**src/rtl/ffsa_pkg.sv**
```systemverilog
// Shared types and constants of the first-fit slot allocator.
`timescale 1ns / 1ps
package ffsa_pkg;

    localparam int SLOT_BITS         = 10;
    localparam int AMOUNT_BITS       = 32;
    localparam int NUM_SLOTS_DEFAULT = 1024;
    localparam int CAP_BITS_DEFAULT  = 32;
    localparam int QUEUE_DEPTH       = 2;

    localparam logic CMD_LOAD  = 1'b0;
    localparam logic CMD_ALLOC = 1'b1;

    typedef struct packed {
        logic                   cmd;
        logic [SLOT_BITS-1:0]   slot_index;
        logic [AMOUNT_BITS-1:0] amount;
    } in_item_t;

    typedef struct packed {
        logic                 granted;
        logic [SLOT_BITS-1:0] slot;
    } out_item_t;

endpackage

```
**src/rtl/ffsa_fifo.sv**
```systemverilog
// Small first-in first-out queue with registered storage.
`timescale 1ns / 1ps
module ffsa_fifo
    import ffsa_pkg::*;
#(
    parameter int WIDTH = 8,
    parameter int DEPTH = QUEUE_DEPTH
) (
    input  logic             clk,
    input  logic             rst_n,
    input  logic             push,
    input  logic [WIDTH-1:0] wdata,
    output logic             full,
    input  logic             pop,
    output logic [WIDTH-1:0] rdata,
    output logic             empty
);

    localparam int PTR_BITS = (DEPTH > 1) ? $clog2(DEPTH) : 1;
    localparam int CNT_BITS = $clog2(DEPTH + 1);

    logic [WIDTH-1:0]    entry_reg [DEPTH];
    logic [PTR_BITS-1:0] wr_ptr_reg, wr_ptr_next;
    logic [PTR_BITS-1:0] rd_ptr_reg, rd_ptr_next;
    logic [CNT_BITS-1:0] count_reg, count_next;
    logic                do_push, do_pop;

    assign full    = (count_reg == CNT_BITS'(DEPTH));
    assign empty   = (count_reg == '0);
    assign do_push = push && !full;
    assign do_pop  = pop && !empty;
    assign rdata   = entry_reg[rd_ptr_reg];

    always_comb
    begin
        wr_ptr_next = wr_ptr_reg;
        rd_ptr_next = rd_ptr_reg;
        count_next  = count_reg;
        if (do_push)
        begin
            wr_ptr_next = (wr_ptr_reg == PTR_BITS'(DEPTH - 1)) ? '0 : wr_ptr_reg + 1'b1;
        end
        if (do_pop)
        begin
            rd_ptr_next = (rd_ptr_reg == PTR_BITS'(DEPTH - 1)) ? '0 : rd_ptr_reg + 1'b1;
        end
        if (do_push && !do_pop)
        begin
            count_next = count_reg + 1'b1;
        end
        else if (do_pop && !do_push)
        begin
            count_next = count_reg - 1'b1;
        end
    end

    always_ff @(posedge clk or negedge rst_n)
    begin
        if (!rst_n)
        begin
            wr_ptr_reg <= '0;
            rd_ptr_reg <= '0;
            count_reg  <= '0;
        end
        else
        begin
            wr_ptr_reg <= wr_ptr_next;
            rd_ptr_reg <= rd_ptr_next;
            count_reg  <= count_next;
        end
    end

    always_ff @(posedge clk)
    begin
        if (do_push)
        begin
            entry_reg[wr_ptr_reg] <= wdata;
        end
    end

endmodule

```
**config.mk**
```make
export PLATFORM = sky130hd
export DESIGN_NAME = ffsa_fifo
export DESIGN_NICKNAME = d
export VERILOG_FILES = /design/src/rtl/ffsa_pkg.sv /design/src/rtl/ffsa_fifo.sv
export SDC_FILE = /design/constraint.sdc
export NUM_CORES = 1
export LEC_CHECK = 0
export BUFFER_PORTS_ARGS = -buffer_cell sky130_fd_sc_hd__buf_2
export CAP_MARGIN = 5
export CORE_AREA = 2 2 59 61
export DETAILED_ROUTE_END_ITERATION = 7
export DIE_AREA = 0 0 61 63
export PLACE_DENSITY_LB_ADDON = 0.12
export SYNTH_ARGS = -nofsm -noshare
export SYNTH_HDL_FRONTEND = slang
export SYNTH_SLANG_ARGS = --single-unit
```
**constraint.sdc**
```tcl
create_clock -name clk -period 2.1 [get_ports clk]
set_input_delay 0.42 -clock clk [delete_from_list [all_inputs] [get_ports clk]]
set_output_delay 0.42 -clock clk [all_outputs]
set_load 0.02 [all_outputs]
```
# Word level (Yosys, flattened, before mapping)
# Memories as Yosys holds them, arrays and structs flattened.
# Index checks and enable logic that the tools add are counted.
dict set report totals {
  register_bits 4
  out_inout_bits 10
  inputBits 12
  ramBits 16
  romBits 0
  wordCells 25
  n_memories 1
  latchBits 0
}
dict set report classes {
  mul 0
  n_mux 6
  n_eq_ne 1
  div 0
  shifts 0
  addsub 4
  reduce_logical 10
  n_bitwise 0
  magnitude_cmp 0
}
# memory words width rd rd_clocked_by_memory_dff wr line
set mem_list {}
lappend mem_list {entry_reg 2 8 1 0 1 ffsa_fifo.sv:22} ;# logic [WIDTH-1:0] entry_reg [DEPTH];
# operator count
set op_table {}
lappend op_table {{logical AND 1 bit} 4}
lappend op_table {{logical NOT 1 bit} 4}
lappend op_table {{two-way mux 1 bit} 4}
lappend op_table {{two-way mux 2 bit} 2}
lappend op_table {{adder 1 bit, second input constant} 2}
lappend op_table {{adder 2 x 1 -> 2 bit, second input constant} 1}
lappend op_table {{equality test 2 bit, second input constant} 1}
lappend op_table {{logical NOT 2 bit} 1}
lappend op_table {{nonzero test 2 bit} 1}
lappend op_table {{subtractor 2 x 1 -> 2 bit, second input constant} 1}

# Logic depth before layout (Yosys ltp)
# Gate-level depths: netlist (run 1).
dict set report logic_depth {
  ltp_word 7
  ltp_mapped 7
  depth_no_buf 7
}

# Least setup slack after synthesis (run 1)
# No wires, ideal clock.
dict set report synth_path {
  kind {reg-to-reg}
  start {register count_reg[0]}
  end {memory entry_reg[0][0] (enable)}
  setup_ns 0.370
  required_ns 1.730
  path_stages_with_launch 4
  t_arrival_ns 1.022
  setup_slack_ns 0.708
  n_path_buf 0
  period_less_slack_ns 1.392
  path_cell_list {dfrtp_1 -> nand2b_1 -> nand2_2 -> nor2_1}
}
dict set report synth_via {
  elab_chain_len 5
}
# element line
set synth_rtl {}
lappend synth_rtl {{from (decl)} ffsa_fifo.sv:25} ;# logic [CNT_BITS-1:0] count_reg, count_next;
lappend synth_rtl {{from (signal assigned)} ffsa_fifo.sv:69} ;# count_reg <= count_next;
lappend synth_rtl {{equality test 2 bit} ffsa_fifo.sv:28} ;# assign full = (count_reg == CNT_BITS'(DEPTH));
lappend synth_rtl {{logical NOT 1 bit} ffsa_fifo.sv:30} ;# assign do_push = push && !full;
lappend synth_rtl {{logical AND 1 bit} ffsa_fifo.sv:30}
lappend synth_rtl {{two-way mux 1 bit} ffsa_fifo.sv:75} ;# if (do_push)
lappend synth_rtl {{two-way mux 1 bit (implied by the code)} ffsa_fifo.sv:77} ;# entry_reg[wr_ptr_reg] <= wdata;
lappend synth_rtl {{to (decl)} ffsa_fifo.sv:22}
# No other way between the ends.

# Worst setup path in the final report (run 1)
dict set report layout_path {
  start {register rd_ptr_reg}
  end {output rdata[2]}
}
dict set report layout_via {
  elab_chain_len 1
}
# element line
set layout_rtl {}
lappend layout_rtl {{from (decl)} ffsa_fifo.sv:24} ;# logic [PTR_BITS-1:0] rd_ptr_reg, rd_ptr_next;
lappend layout_rtl {{from (signal assigned)} ffsa_fifo.sv:68} ;# rd_ptr_reg <= rd_ptr_next;
lappend layout_rtl {{memory read (2 x 8 bit)} -}
lappend layout_rtl {{to (decl)} ffsa_fifo.sv:15} ;# output logic [WIDTH-1:0] rdata,
# No other way between the ends.

==> results of run 1 <==
-- what timing repair did --
action,4_1_cts,5_1_grt
hold endpoints to repair,4,0
setup buffers,0,0
endpoints found under the setup margin,0,0
resized for setup,0,0
hold buffers,1,0
-- cell usage after synthesis --
cell type                   n  area [um2]
sky130_fd_sc_hd__mux2_1     6       67.56
sky130_fd_sc_hd__o21ai_1    1       5.000
sky130_fd_sc_hd__nor2_1     3       11.26
sky130_fd_sc_hd__mux2_2     2       22.52
sky130_fd_sc_hd__edfxtp_1  16       480.5
sky130_fd_sc_hd__and3_1     1       6.260
sky130_fd_sc_hd__buf_2      1       5.000
sky130_fd_sc_hd__xnor2_2    1       16.27
sky130_fd_sc_hd__nand2_2    1       6.260
sky130_fd_sc_hd__nand2b_1   1       6.260
sky130_fd_sc_hd__xnor2_1    2       17.52
sky130_fd_sc_hd__dfrtp_1    4       100.1
sky130_fd_sc_hd__xor2_1     2       17.52
sky130_fd_sc_hd__inv_1      2       7.510
sky130_fd_sc_hd__ha_1       1       12.51
-- layout make-up --
cell class | instances | share of cell area, %
Clock inverter | 1 | 0.3817
Sequential cell | 20 | 59.03
Inverter | 2 | 0.7634
Clock buffer | 3 | 2.290
Tap cell | 46 | 5.852
Multi-Input combinational cell | 21 | 19.21
Timing Repair Buffer | 23 | 12.47
-- where the power goes --
group / switching (W) / internal, W
Sequential: 0.0000862 / 0.000554
Combinational: 0.000269 / 0.000214
Clock: 0.000117 / 0.0000691
Total: 0.000472 / 0.000836
-- cell usage in the layout (no fill, tap or decap), drive strengths merged --
cell	instances
nand2	1
o21ai	1
mux2	8
clkbuf	3
dfrtp	4
nor2	3
buf	22
nand2b	1
xnor2	3
edfxtp	16
ha	1
clkinv	1
inv	2
and3	1
dlygate4sd3	1
xor2	2
-- through the flow --
stage | total power, W | setup slack [ps]
2_1_floorplan | 0.0009864 | 707.9
3_3_place_gp | 0.001148 | 555.5
3_5_place_dp | 0.001146 | 540.2
4_1_cts | 0.001332 | 192.0
5_1_grt | 0.001395 | 147.3
6_report | 0.001308 | 232.0
-- worst min path at each step --
| stage | endpoint | slack [ps] | cells past startpoint |
|---|---|---|---|
| 4_1_cts | entry_reg[1][5] | 300 | 1 |
| 2_1_floorplan | count_reg[0] | 120 | 0 |
| 5_1_grt | entry_reg[0][4] | 290 | 1 |
| 6_report | entry_reg[0][5] | 300 | 1 |
| 3_3_place_gp | count_reg[1] | 240 | 1 |
| 3_5_place_dp | count_reg[1] | 240 | 1 |
-- metal layers --
layer	vias to the layer above	share of wire (%)	wire length (um)	global-route usage, %
met3	0	4.6	58	2.070
met2	7	52	652	10.75
met4	0	0	0	4.076
li1	209	-	-	-
met1	205	44	549	9.881
met5	-	0	0	0
-- cells by family (layout without fill, tap and decap cells) --
logic type,after synthesis,after routing,synth area share [%]
AO/OA/AOI/OAI,1,1,0.6394
XOR/XNOR,5,5,6.561
adder cells (fa/ha/maj),1,1,1.600
buffers and inverters,3,29,1.600
flip-flops,20,20,74.24
multiplexers,8,8,11.52
AND/OR/NAND/NOR,6,6,3.841
==> metrics list, run 1 <==
- Status: finished clean
- The share of the Yosys chip area taken by registers is 74.24%.
- Gate family responsible for the most delay along the worst path: flip-flops
* Transition time at the pin with the least slew margin: approximately 430 ps
- Startpoint of the lowest-slack hold path: wdata[5]
* Area added between synthesis and finish: 25.76%
- The repair_antennas step left the layout with diodes totalling 0.
- The critical path is of the flip-flop to output port type.
* Detailed-route wire length: about 1300 um
- Residual DRC count: 0
- Count of standard-cell rows: 21
- Floorplan Core Area: 0.003232 mm2
* Critical path data required time: 1680 ps
* Effective utilization at floorplan: about 24%
- Skew final: 3.080 ps
- Using the TritonRoute via totals, the vias-per-cell ratio works out to around 3.6.
- Critical path endpoint: rdata[2]
- IR Drop Worst-Case VDD: roughly 0.41 mV
* Gr ovfl total: 0
- Count of final hold-check violations: 0
* Cell area after placement: ~950 um2
- Counting the fill cells in the layout gives 334.
- On the critical path, the stage with the largest delay is an instance of sky130_fd_sc_hd__dfrtp_1.
- Counting distinct cell types in the post-synthesis netlist gives 15.
* Footprint of the multi-input gates: between 150 and 200 um2
- Across every metal layer, demand over resource in global routing totals 7.447%.
- The die covers 0.003843 mm2.
- Based on the critical path, the design can be clocked at up to between 0.5 and 0.6 GHz.
- Buffers from clock root to sink, at most: 2
- The clock reaches the later pin of the worst-skew pair after 290 ps.
- The first detailed-routing pass took 2 iterations.
- Flip-flop count of the largest register, all copies and words added: 16
- Slew Limit Headroom: 71.27%
* Maximum number of pins on one net before global-route repair: 12
- At the worst endpoint, the arrival time is around 1500 ps.
* Fin area: 983.4 um2
* Gpl congestion: just under 0.7
* Detail-routed net length per standard cell: about 11 um
- Post-Route Hold Slack: roughly 300 ps
- Setup violations remaining at the end of the flow were counted as 0.
* H-tree levels: 1
* Worst-path maximum fanout: 9
- Fin Setup TNS: 0 ps
- Walking the worst path, the cells encountered are mux2_2, buf_2.
- Number of vias after detailed routing: around 420
- Clock-pin slew on the worst setup and hold paths: 110 ps
- The worst setup path is captured at an output port.
- Antenna violations before repair: 0
- Pleak: 0.3990 nW
- For this design, the sink count on the clock tree is 20.
- Core occupancy in the finished layout: a little under a third
* Final Critical Period: 1868 ps
- Max incr delay on CP: around 600 ps
* Number of buffers and inverters on the critical path: 1
* Combined flip-flop and latch cell area: between 500 and 600 um2
- Final-stage net count: 84
* R2R Setup Slk: 620 ps
* Post-Syn Area per Cell: 17.77 um2
- The mapped netlist covers roughly 780 um2.
* CTS buffer count: 3
- The count of cells in the finished layout, fillers not included, comes to roughly 120.
- Port buffering added 21 buffers.
- Dividing total power by cell area gives a power density of between 1000 and 1500 mW/mm2.
- Yosys printed 0 warnings.
* Share of layout cells above drive strength 1: 41.43%
- Crit. path cell count: 2
- In this run, synthesis produced a sequential element count of 20.
- Setup repair after global routing missed its margin: no
- The worst register-to-register path begins at count_reg[0].
- Path category of the worst min-delay check: primary input to flip-flop
* Capture point of the worst reg-to-reg path: count_reg[1]
- The first routing iteration left 10 violations.
* CTS tree: yes
* Chip height: 63 um
* Max-cap violation count: 0
* Sort of element at the start of the critical path: flip-flop
- The number of global-route vias before repair is between 400 and 500.
* Placed Instances: 111
- Measured in cells, the most critical reg-to-reg path has a length of 7.
- After technology mapping, the gate count stands at 44.
- When the netlist entered floorplanning its net count stood at 57.
* Startpoint of the worst setup timing path: rd_ptr_reg
* Final-report max-slew violation count: 0
- ANT nets after route: 0
- The die is 61 um wide.
* Portion of the clock cycle consumed by the worst path in the final layout: 88.95%
- Pin placement for this block handled 22 I/O pins.
- Wire length of the first global-routing pass: 2042 um
- The tree is rooted in a sky130_fd_sc_hd__clkbuf_4.
Note: power is estimated with default switching activity, not from simulation.
==> run 2: changes to the inputs <==
SKIP_LAST_GASP = 1   (was default)
clock period = 2.14 ns   (was 2.1 ns; I/O delays follow)
==> metrics list, run 2 (synthesis results as in run 1) <==
* Status: finished clean
* Worst Hold Depth: 1 (unchanged)
* Final-stage net count: 84 (unchanged)
- The library cells used most frequently in the layout, excluding fill and tap cells, are sky130_fd_sc_hd__buf_2, sky130_fd_sc_hd__edfxtp_1, sky130_fd_sc_hd__mux2_1.
* Max-cap violation count: 0 (unchanged)
* Power density over the cells: 1310 mW/mm2 (-1.5%)
* Floorplan Core Area: 0.003232 mm2 (unchanged)
- The critical path in this run is classified as flip-flop to output port.
- Effective utilization at floorplan: 24.20% (unchanged)
* Reported net switching power: 0.0004630 W (-1.8%)
- M1 wire length: 560 um (+2.0%)
- The path class of the tightest hold or removal check is primary input to flip-flop.
- Count of final hold-check violations: 0 (unchanged)
- Share of power burned in the clock network: 14.3% (about the same)
- The clock latency at the later pin of the worst-skew pair was 290 ps (about the same).
- Overall track demand over capacity in global routing: 7.311% (-0.14 points)
* Worst Reg-to-Reg Cells: 7 (unchanged)
- Number of vias after detailed routing: 406 (-3.6%)
* Startpoint of the lowest-slack hold path: wdata[7]
- TritonCTS built the clock tree.
- The number of clock sinks seen by CTS is 20 (unchanged).
- Setup repair after global routing left no endpoint under its margin.
- Post-CTS setup buffers: 0 (unchanged)
* Area added between synthesis and finish: 25.76% (unchanged)
- Post-route worst setup slack: 263.0 ps (+31.00 ps)
* Fraction of power consumed by sequential logic: 48.9% (about the same)
- The largest vdd supply drop came to 0.5976 mV (+45%).
- Critical path data required time: 1710 ps (+30 ps)
- Top Metal Used: met3
* H-tree levels: 1 (unchanged)
* Flip-flop count of the largest register, all copies and words added: 16 (unchanged)
- Derived from the worst setup path, the maximum achievable clock frequency is 0.5328 GHz.
* Number of vias per cell after detailed routing: 3.500 (-3.6%)
- Portion of the clock cycle consumed by the worst path in the final layout: around 90%
- The largest net degree at the start of global routing came to 12 (unchanged).
* Source of the worst register-to-register timing path: count_reg[0]
- Skew final: 4.718 ps (+1.638 ps)
- The count of buffers inserted at the top-level ports was 21 (unchanged).
- The internal power consumption was 0.0008250 W (-1.3%).
* Fin area: 983.4 um2 (unchanged)
- Power share of the combinational group: 36.7% (-0.2 points)
* Startpoint of the worst setup timing path: rd_ptr_reg
- The placement-stage cell area came to 947.2 um2 (unchanged).
- The slowest stage of the critical path is the sky130_fd_sc_hd__dfrtp_1 cell.
- The detailed route wirelength on metal2 came to 692 um (+6.1%).
- The library cell used most frequently in the layout, excluding fill and tap cells, is sky130_fd_sc_hd__buf_2.
- DP Wirelength: 954.9 um
- Core occupancy in the finished layout: 30.43% (unchanged)
- Worst-path maximum fanout: 9 (unchanged)
* DRT iter0 DRCs: 2 (-8)
* Gpl congestion: 0.6946 (-0.12%)
* Number of placed I/O pins: 22 (unchanged)
* Clk Tree Root Cell: sky130_fd_sc_hd__clkbuf_4
- The peak per-stage delay on the critical path is 610 ps (about the same).
* Die footprint: 0.003843 mm2 (unchanged)
* Number of standard cells in the final layout excluding fillers: 116 (unchanged)
- The worst path buffer plus inverter count was 1 (unchanged).
- # setup viols final: 0 (unchanged)
* Share of layout cells above drive strength 1: 41.43% (unchanged)
- Final-report max-slew violation count: 0 (unchanged)
- The number of global-route vias before repair came to 432 (-5.9%).
* CTS buffer count: 3 (unchanged)
- Final Critical Period: approximately 1900 ps
* Count of standard-cell rows: 21 (unchanged)
- DR pass1 iterations: 2 (unchanged)
* Gate family responsible for the most delay along the worst path: flip-flops
* ANT nets after route: 0 (unchanged)
- The switching power as a share of total power came to 35.95% (-0.12 points).
- The die height came to 63 um (unchanged).
- Crit. path cell count: 2 (unchanged)
* Routed length on met3: 45 um (-22%)
* Die Wd: 61 um (unchanged)
- The maximum clock path buffer count is 2 (unchanged).
- The register clock-pin slew on the reported worst setup and hold paths came to 110 ps (about the same).
* Gr ovfl total: 0 (unchanged)
* Sort of element at the start of the critical path: flip-flop
- The actual slew at the worst max-slew pin was 423.7 ps (-7.233 ps).
* Detail-routed net length per standard cell: 11.19 um (+3.0%)
- Ordered cell list for the critical path: mux2_2, buf_2
- The placed cell count is 111 (unchanged).
- Crit end category: output port
- The initial antenna violation count came to 0 (unchanged).
- Pleak: 0.3986 nW (about the same)
* Slew Limit Headroom: 71.75% (+0.48 points)
- Worst-case setup slack after placement: 572.0 ps (+31.77 ps)
* Residual DRC count: 0 (unchanged)
* Wire length of the first global-routing pass: 1959 um (-4.1%)
* Detailed-route wire length: 1298 um (+3.0%)
* Arrival time at the worst endpoint: 1450 ps (about the same)
* Diodes inserted: 0 (unchanged)
* Fin Setup TNS: 0 ps (unchanged)
==> run 2: routing by layer <==
metal	up-vias	track usage [%]
li1	209	-
met1	190	9.830
met2	7	10.48
met3	0	1.863
met4	0	4.076
met5	-	0
==> run 2: metrics by stage <==
step | hold slack (ps) | total power, W
global route | 287.9 | 0.001367
floorplan | 132.4 | 0.0009679
finish | 314.2 | 0.001288
detailed placement | 246.2 | 0.001125
CTS | 303.2 | 0.001313
global placement | 246.4 | 0.001126
==> run 2: path summary, 6_finish.rpt <==
| path | endpoint | slack, ps |
|---|---|---|
| worst max-delay path | rdata[2] | 260 |
| worst min-delay path | entry_reg[0][7] | 310 |
| worst max register to register | count_reg[1] | 670 |
| worst min register to register | wr_ptr_reg | 530 |
| max in group asynchronous | rd_ptr_reg | 1560 |
| min in group asynchronous | count_reg[1] | 460 |
==> run 2: cell type report <==
cell class	instances	area [um2]
clock buffers	4	26.28
flip-flops and latches	20	580.6
fillers	331	2248
well taps	46	57.56
multi-input cells	21	188.9
inverters	2	7.507
repair buffers	23	122.6
==> run 2: power by group through the flow <==
stage / clock network [W] / registers (W) / logic (W)
after floorplan: 0 / 0.000593 / 0.000375
after global placement: 0 / 0.000641 / 0.000486
after detailed placement: 0 / 0.000641 / 0.000483
after CTS: 0.000194 / 0.000633 / 0.000486
after global routing: 0.000212 / 0.000645 / 0.000509
final: 0.000185 / 0.000630 / 0.000473
==> run 2: what timing repair did <==
item | 4_1_cts | 5_1_grt
endpoints found under the setup margin | 0 | 0
hold buffers | 1 | 0
endpoints found under the hold margin | 4 | 0
resized for setup | 0 | 0
==> run 3: changes to the inputs <==
CTS_BUF_LIST = sky130_fd_sc_hd__clkbuf_8   (was default)
==> metrics list, run 3 (synthesis results as in run 1) <==
* Die footprint: 0.003843 mm2 (unchanged)
- ANT nets after route: 0 (unchanged)
- The final period utilization was 85.46% (-2.3 points).
* Worst-path maximum fanout: 9 (unchanged)
- Number of vias after detailed routing: 409 (+0.74%)
- The number of remaining DRC errors was 0 (unchanged).
- H-tree levels: 1 (unchanged)
* DP Wirelength: 954.9 um (unchanged)
* Kind of critical path: flip-flop to output port
- Core occupancy in the finished layout: 31.01% (+0.58 points)
- The register clock-pin slew on the reported worst setup and hold paths was 70 ps (-40 ps).
- Detail-routed net length per standard cell: 11.15 um (-0.39%)
- Area added between synthesis and finish: 28.16%
- Placed Instances: 111 (unchanged)
* Vias in the first global route: 436 (+0.93%)
- Status: finished clean
- Fin Setup TNS: 0 ps (unchanged)
- The count of buffers inserted at the top-level ports was 21 (unchanged).
- Diodes inserted: 0 (unchanged)
- Clock latency reported for the late side of the worst-skew pair: 250 ps (-40 ps)
* Detailed-route wire length: 1293 um (-0.39%)
* Highest-count cells in the layout ignoring fill and taps: sky130_fd_sc_hd__buf_2, sky130_fd_sc_hd__edfxtp_1, sky130_fd_sc_hd__mux2_1
- The initial antenna violation count came to 0 (unchanged).
* Power density over the cells: 1345 mW/mm2 (+2.7%)
- IR Drop Worst-Case VDD: 0.6110 mV (+2.2%)
- DRT iter0 DRCs: 2 (unchanged)
* Number of vias per cell after detailed routing: 3.526 (+0.74%)
- The final standard cell count with taps included and fillers excluded was 116 (unchanged).
- Overall track demand over capacity in global routing: 7.311% (unchanged)
- Path category of the worst min-delay check: primary input to flip-flop
- The number of cell rows is 21 (unchanged).
* CTS tree: yes
- The number of clock sinks seen by CTS came to 20 (unchanged).
- Gpl congestion: 0.6946 (unchanged)
- Arrival time at the worst endpoint: 1400 ps (-50 ps)
- The largest net degree at the start of global routing is 12 (unchanged).
- The number of setup violations in the final report is 0 (unchanged).
- The number of fillers in the final layout was 329 (-0.60%).
- The maximum clock path buffer count was 2 (unchanged).
- The number of top-level pins was 22 (unchanged).
- Count of final hold-check violations: 0 (unchanged)
- Share of layout cells above drive strength 1: 41.43% (unchanged)
- Clk Tree Root Cell: sky130_fd_sc_hd__clkbuf_8
- Die Wd: 61 um (unchanged)
- Pleak: 0.4105 nW (+3.0%)
- Effective utilization at floorplan: 24.20% (unchanged)
* Final-report max-slew violation count: 0 (unchanged)
* Setup repair after global routing missed its margin: no
- The die height is 63 um (unchanged).
* Final-stage net count: 84 (unchanged)
* Max-cap violation count: 0 (unchanged)
- The worst slew margin relative to its limit was 71.75% (about the same).
- Gr ovfl total: 0 (unchanged)
- Critical path data required time: 1710 ps (about the same)
- Achievable clock frequency: 0.5468 GHz (+2.6%)
- Crit end category: output port
* Transition time at the pin with the least slew margin: 423.8 ps (+0.09537 ps)
- The library cell used most frequently in the layout, excluding fill and tap cells, is sky130_fd_sc_hd__buf_2.
* Wire length of the first global-routing pass: 1973 um (+0.71%)
- Skew final: 3.729 ps (-0.9883 ps)
- Sort of element at the start of the critical path: flip-flop
- The placeable core region was 0.003232 mm2 (unchanged).
* DR pass1 iterations: 2 (unchanged)
- The post-CTS setup repair buffer count was 0 (unchanged).
- CTS buffer count: 3 (unchanged)
* Total Power: 0.001348 W (+4.6%)
- Flip-flop count of the largest register, all copies and words added: 16 (unchanged)
- The post-layout minimum cycle time was 1829 ps (-48.19 ps).
## run 3: repair_timing
| action | CTS | global route |
|---|---|---|
| resized for setup | 0 | 0 |
| endpoints found under the setup margin | 0 | 0 |
| hold buffers | 1 | 0 |
| hold endpoints to repair | 4 | 0 |
## run 3: final timing paths
| kind | depth (start not counted) | slack (ps) | to | from |
|---|---|---|---|---|
| max | 2 | 310 | rdata[2] | rd_ptr_reg |
| min | 1 | 360 | entry_reg[0][7] | wdata[7] |
| max reg2reg | 7 | 680 | count_reg[1] | count_reg[0] |
| min reg2reg | 1 | 520 | wr_ptr_reg | wr_ptr_reg |
| max in group asynchronous | 2 | 1510 | rd_ptr_reg | rst_n |
| min in group asynchronous | 2 | 510 | count_reg[1] | rst_n |
## run 3: final cells by class
class | instances | area [um2] | area share, %
flip-flops and latches | 20 | 580.6 | 57.93
multi-input cells | 21 | 188.9 | 18.85
repair buffers | 23 | 122.6 | 12.23
well taps | 46 | 57.56 | 5.743
clock buffers | 3 | 41.29 | 4.120
inverters | 2 | 7.507 | 0.7491
clock inverters | 1 | 3.754 | 0.3745
## run 3: layer usage
layer | vias up | wire length (um) | global-route usage (%)
met5 | - | 0 | 0
met1 | 192 | 543 | 9.436
met3 | 0 | 45 | 1.863
met4 | 0 | 0 | 4.076
li1 | 210 | - | -
met2 | 7 | 704 | 10.89
## run 3: critical path: stages (launching register included)
cell and delay [ps]:
sky130_fd_sc_hd__dfrtp_1 600, sky130_fd_sc_hd__mux2_2 390, sky130_fd_sc_hd__buf_2 160
## run 3: stage by stage
stage	hold slack (ps)	worst slack (ps)	area, um2
2_1_floorplan	132.4	747.9	782.0
3_3_place_gp	246.4	586.8	947.2
3_5_place_dp	246.2	572.0	947.2
4_1_cts	357.2	289.0	1002
5_1_grt	349.2	242.1	1002
6_report	360.5	311.2	1002
## run 3: where the power goes
group / leakage (nW) / switching, W / internal (W)
logic: 0.188 / 0.000263 / 0.000209
registers: 0.195 / 0.0000874 / 0.000544
clock network: 0.0269 / 0.000116 / 0.000127
total: 0.411 / 0.000467 / 0.000881
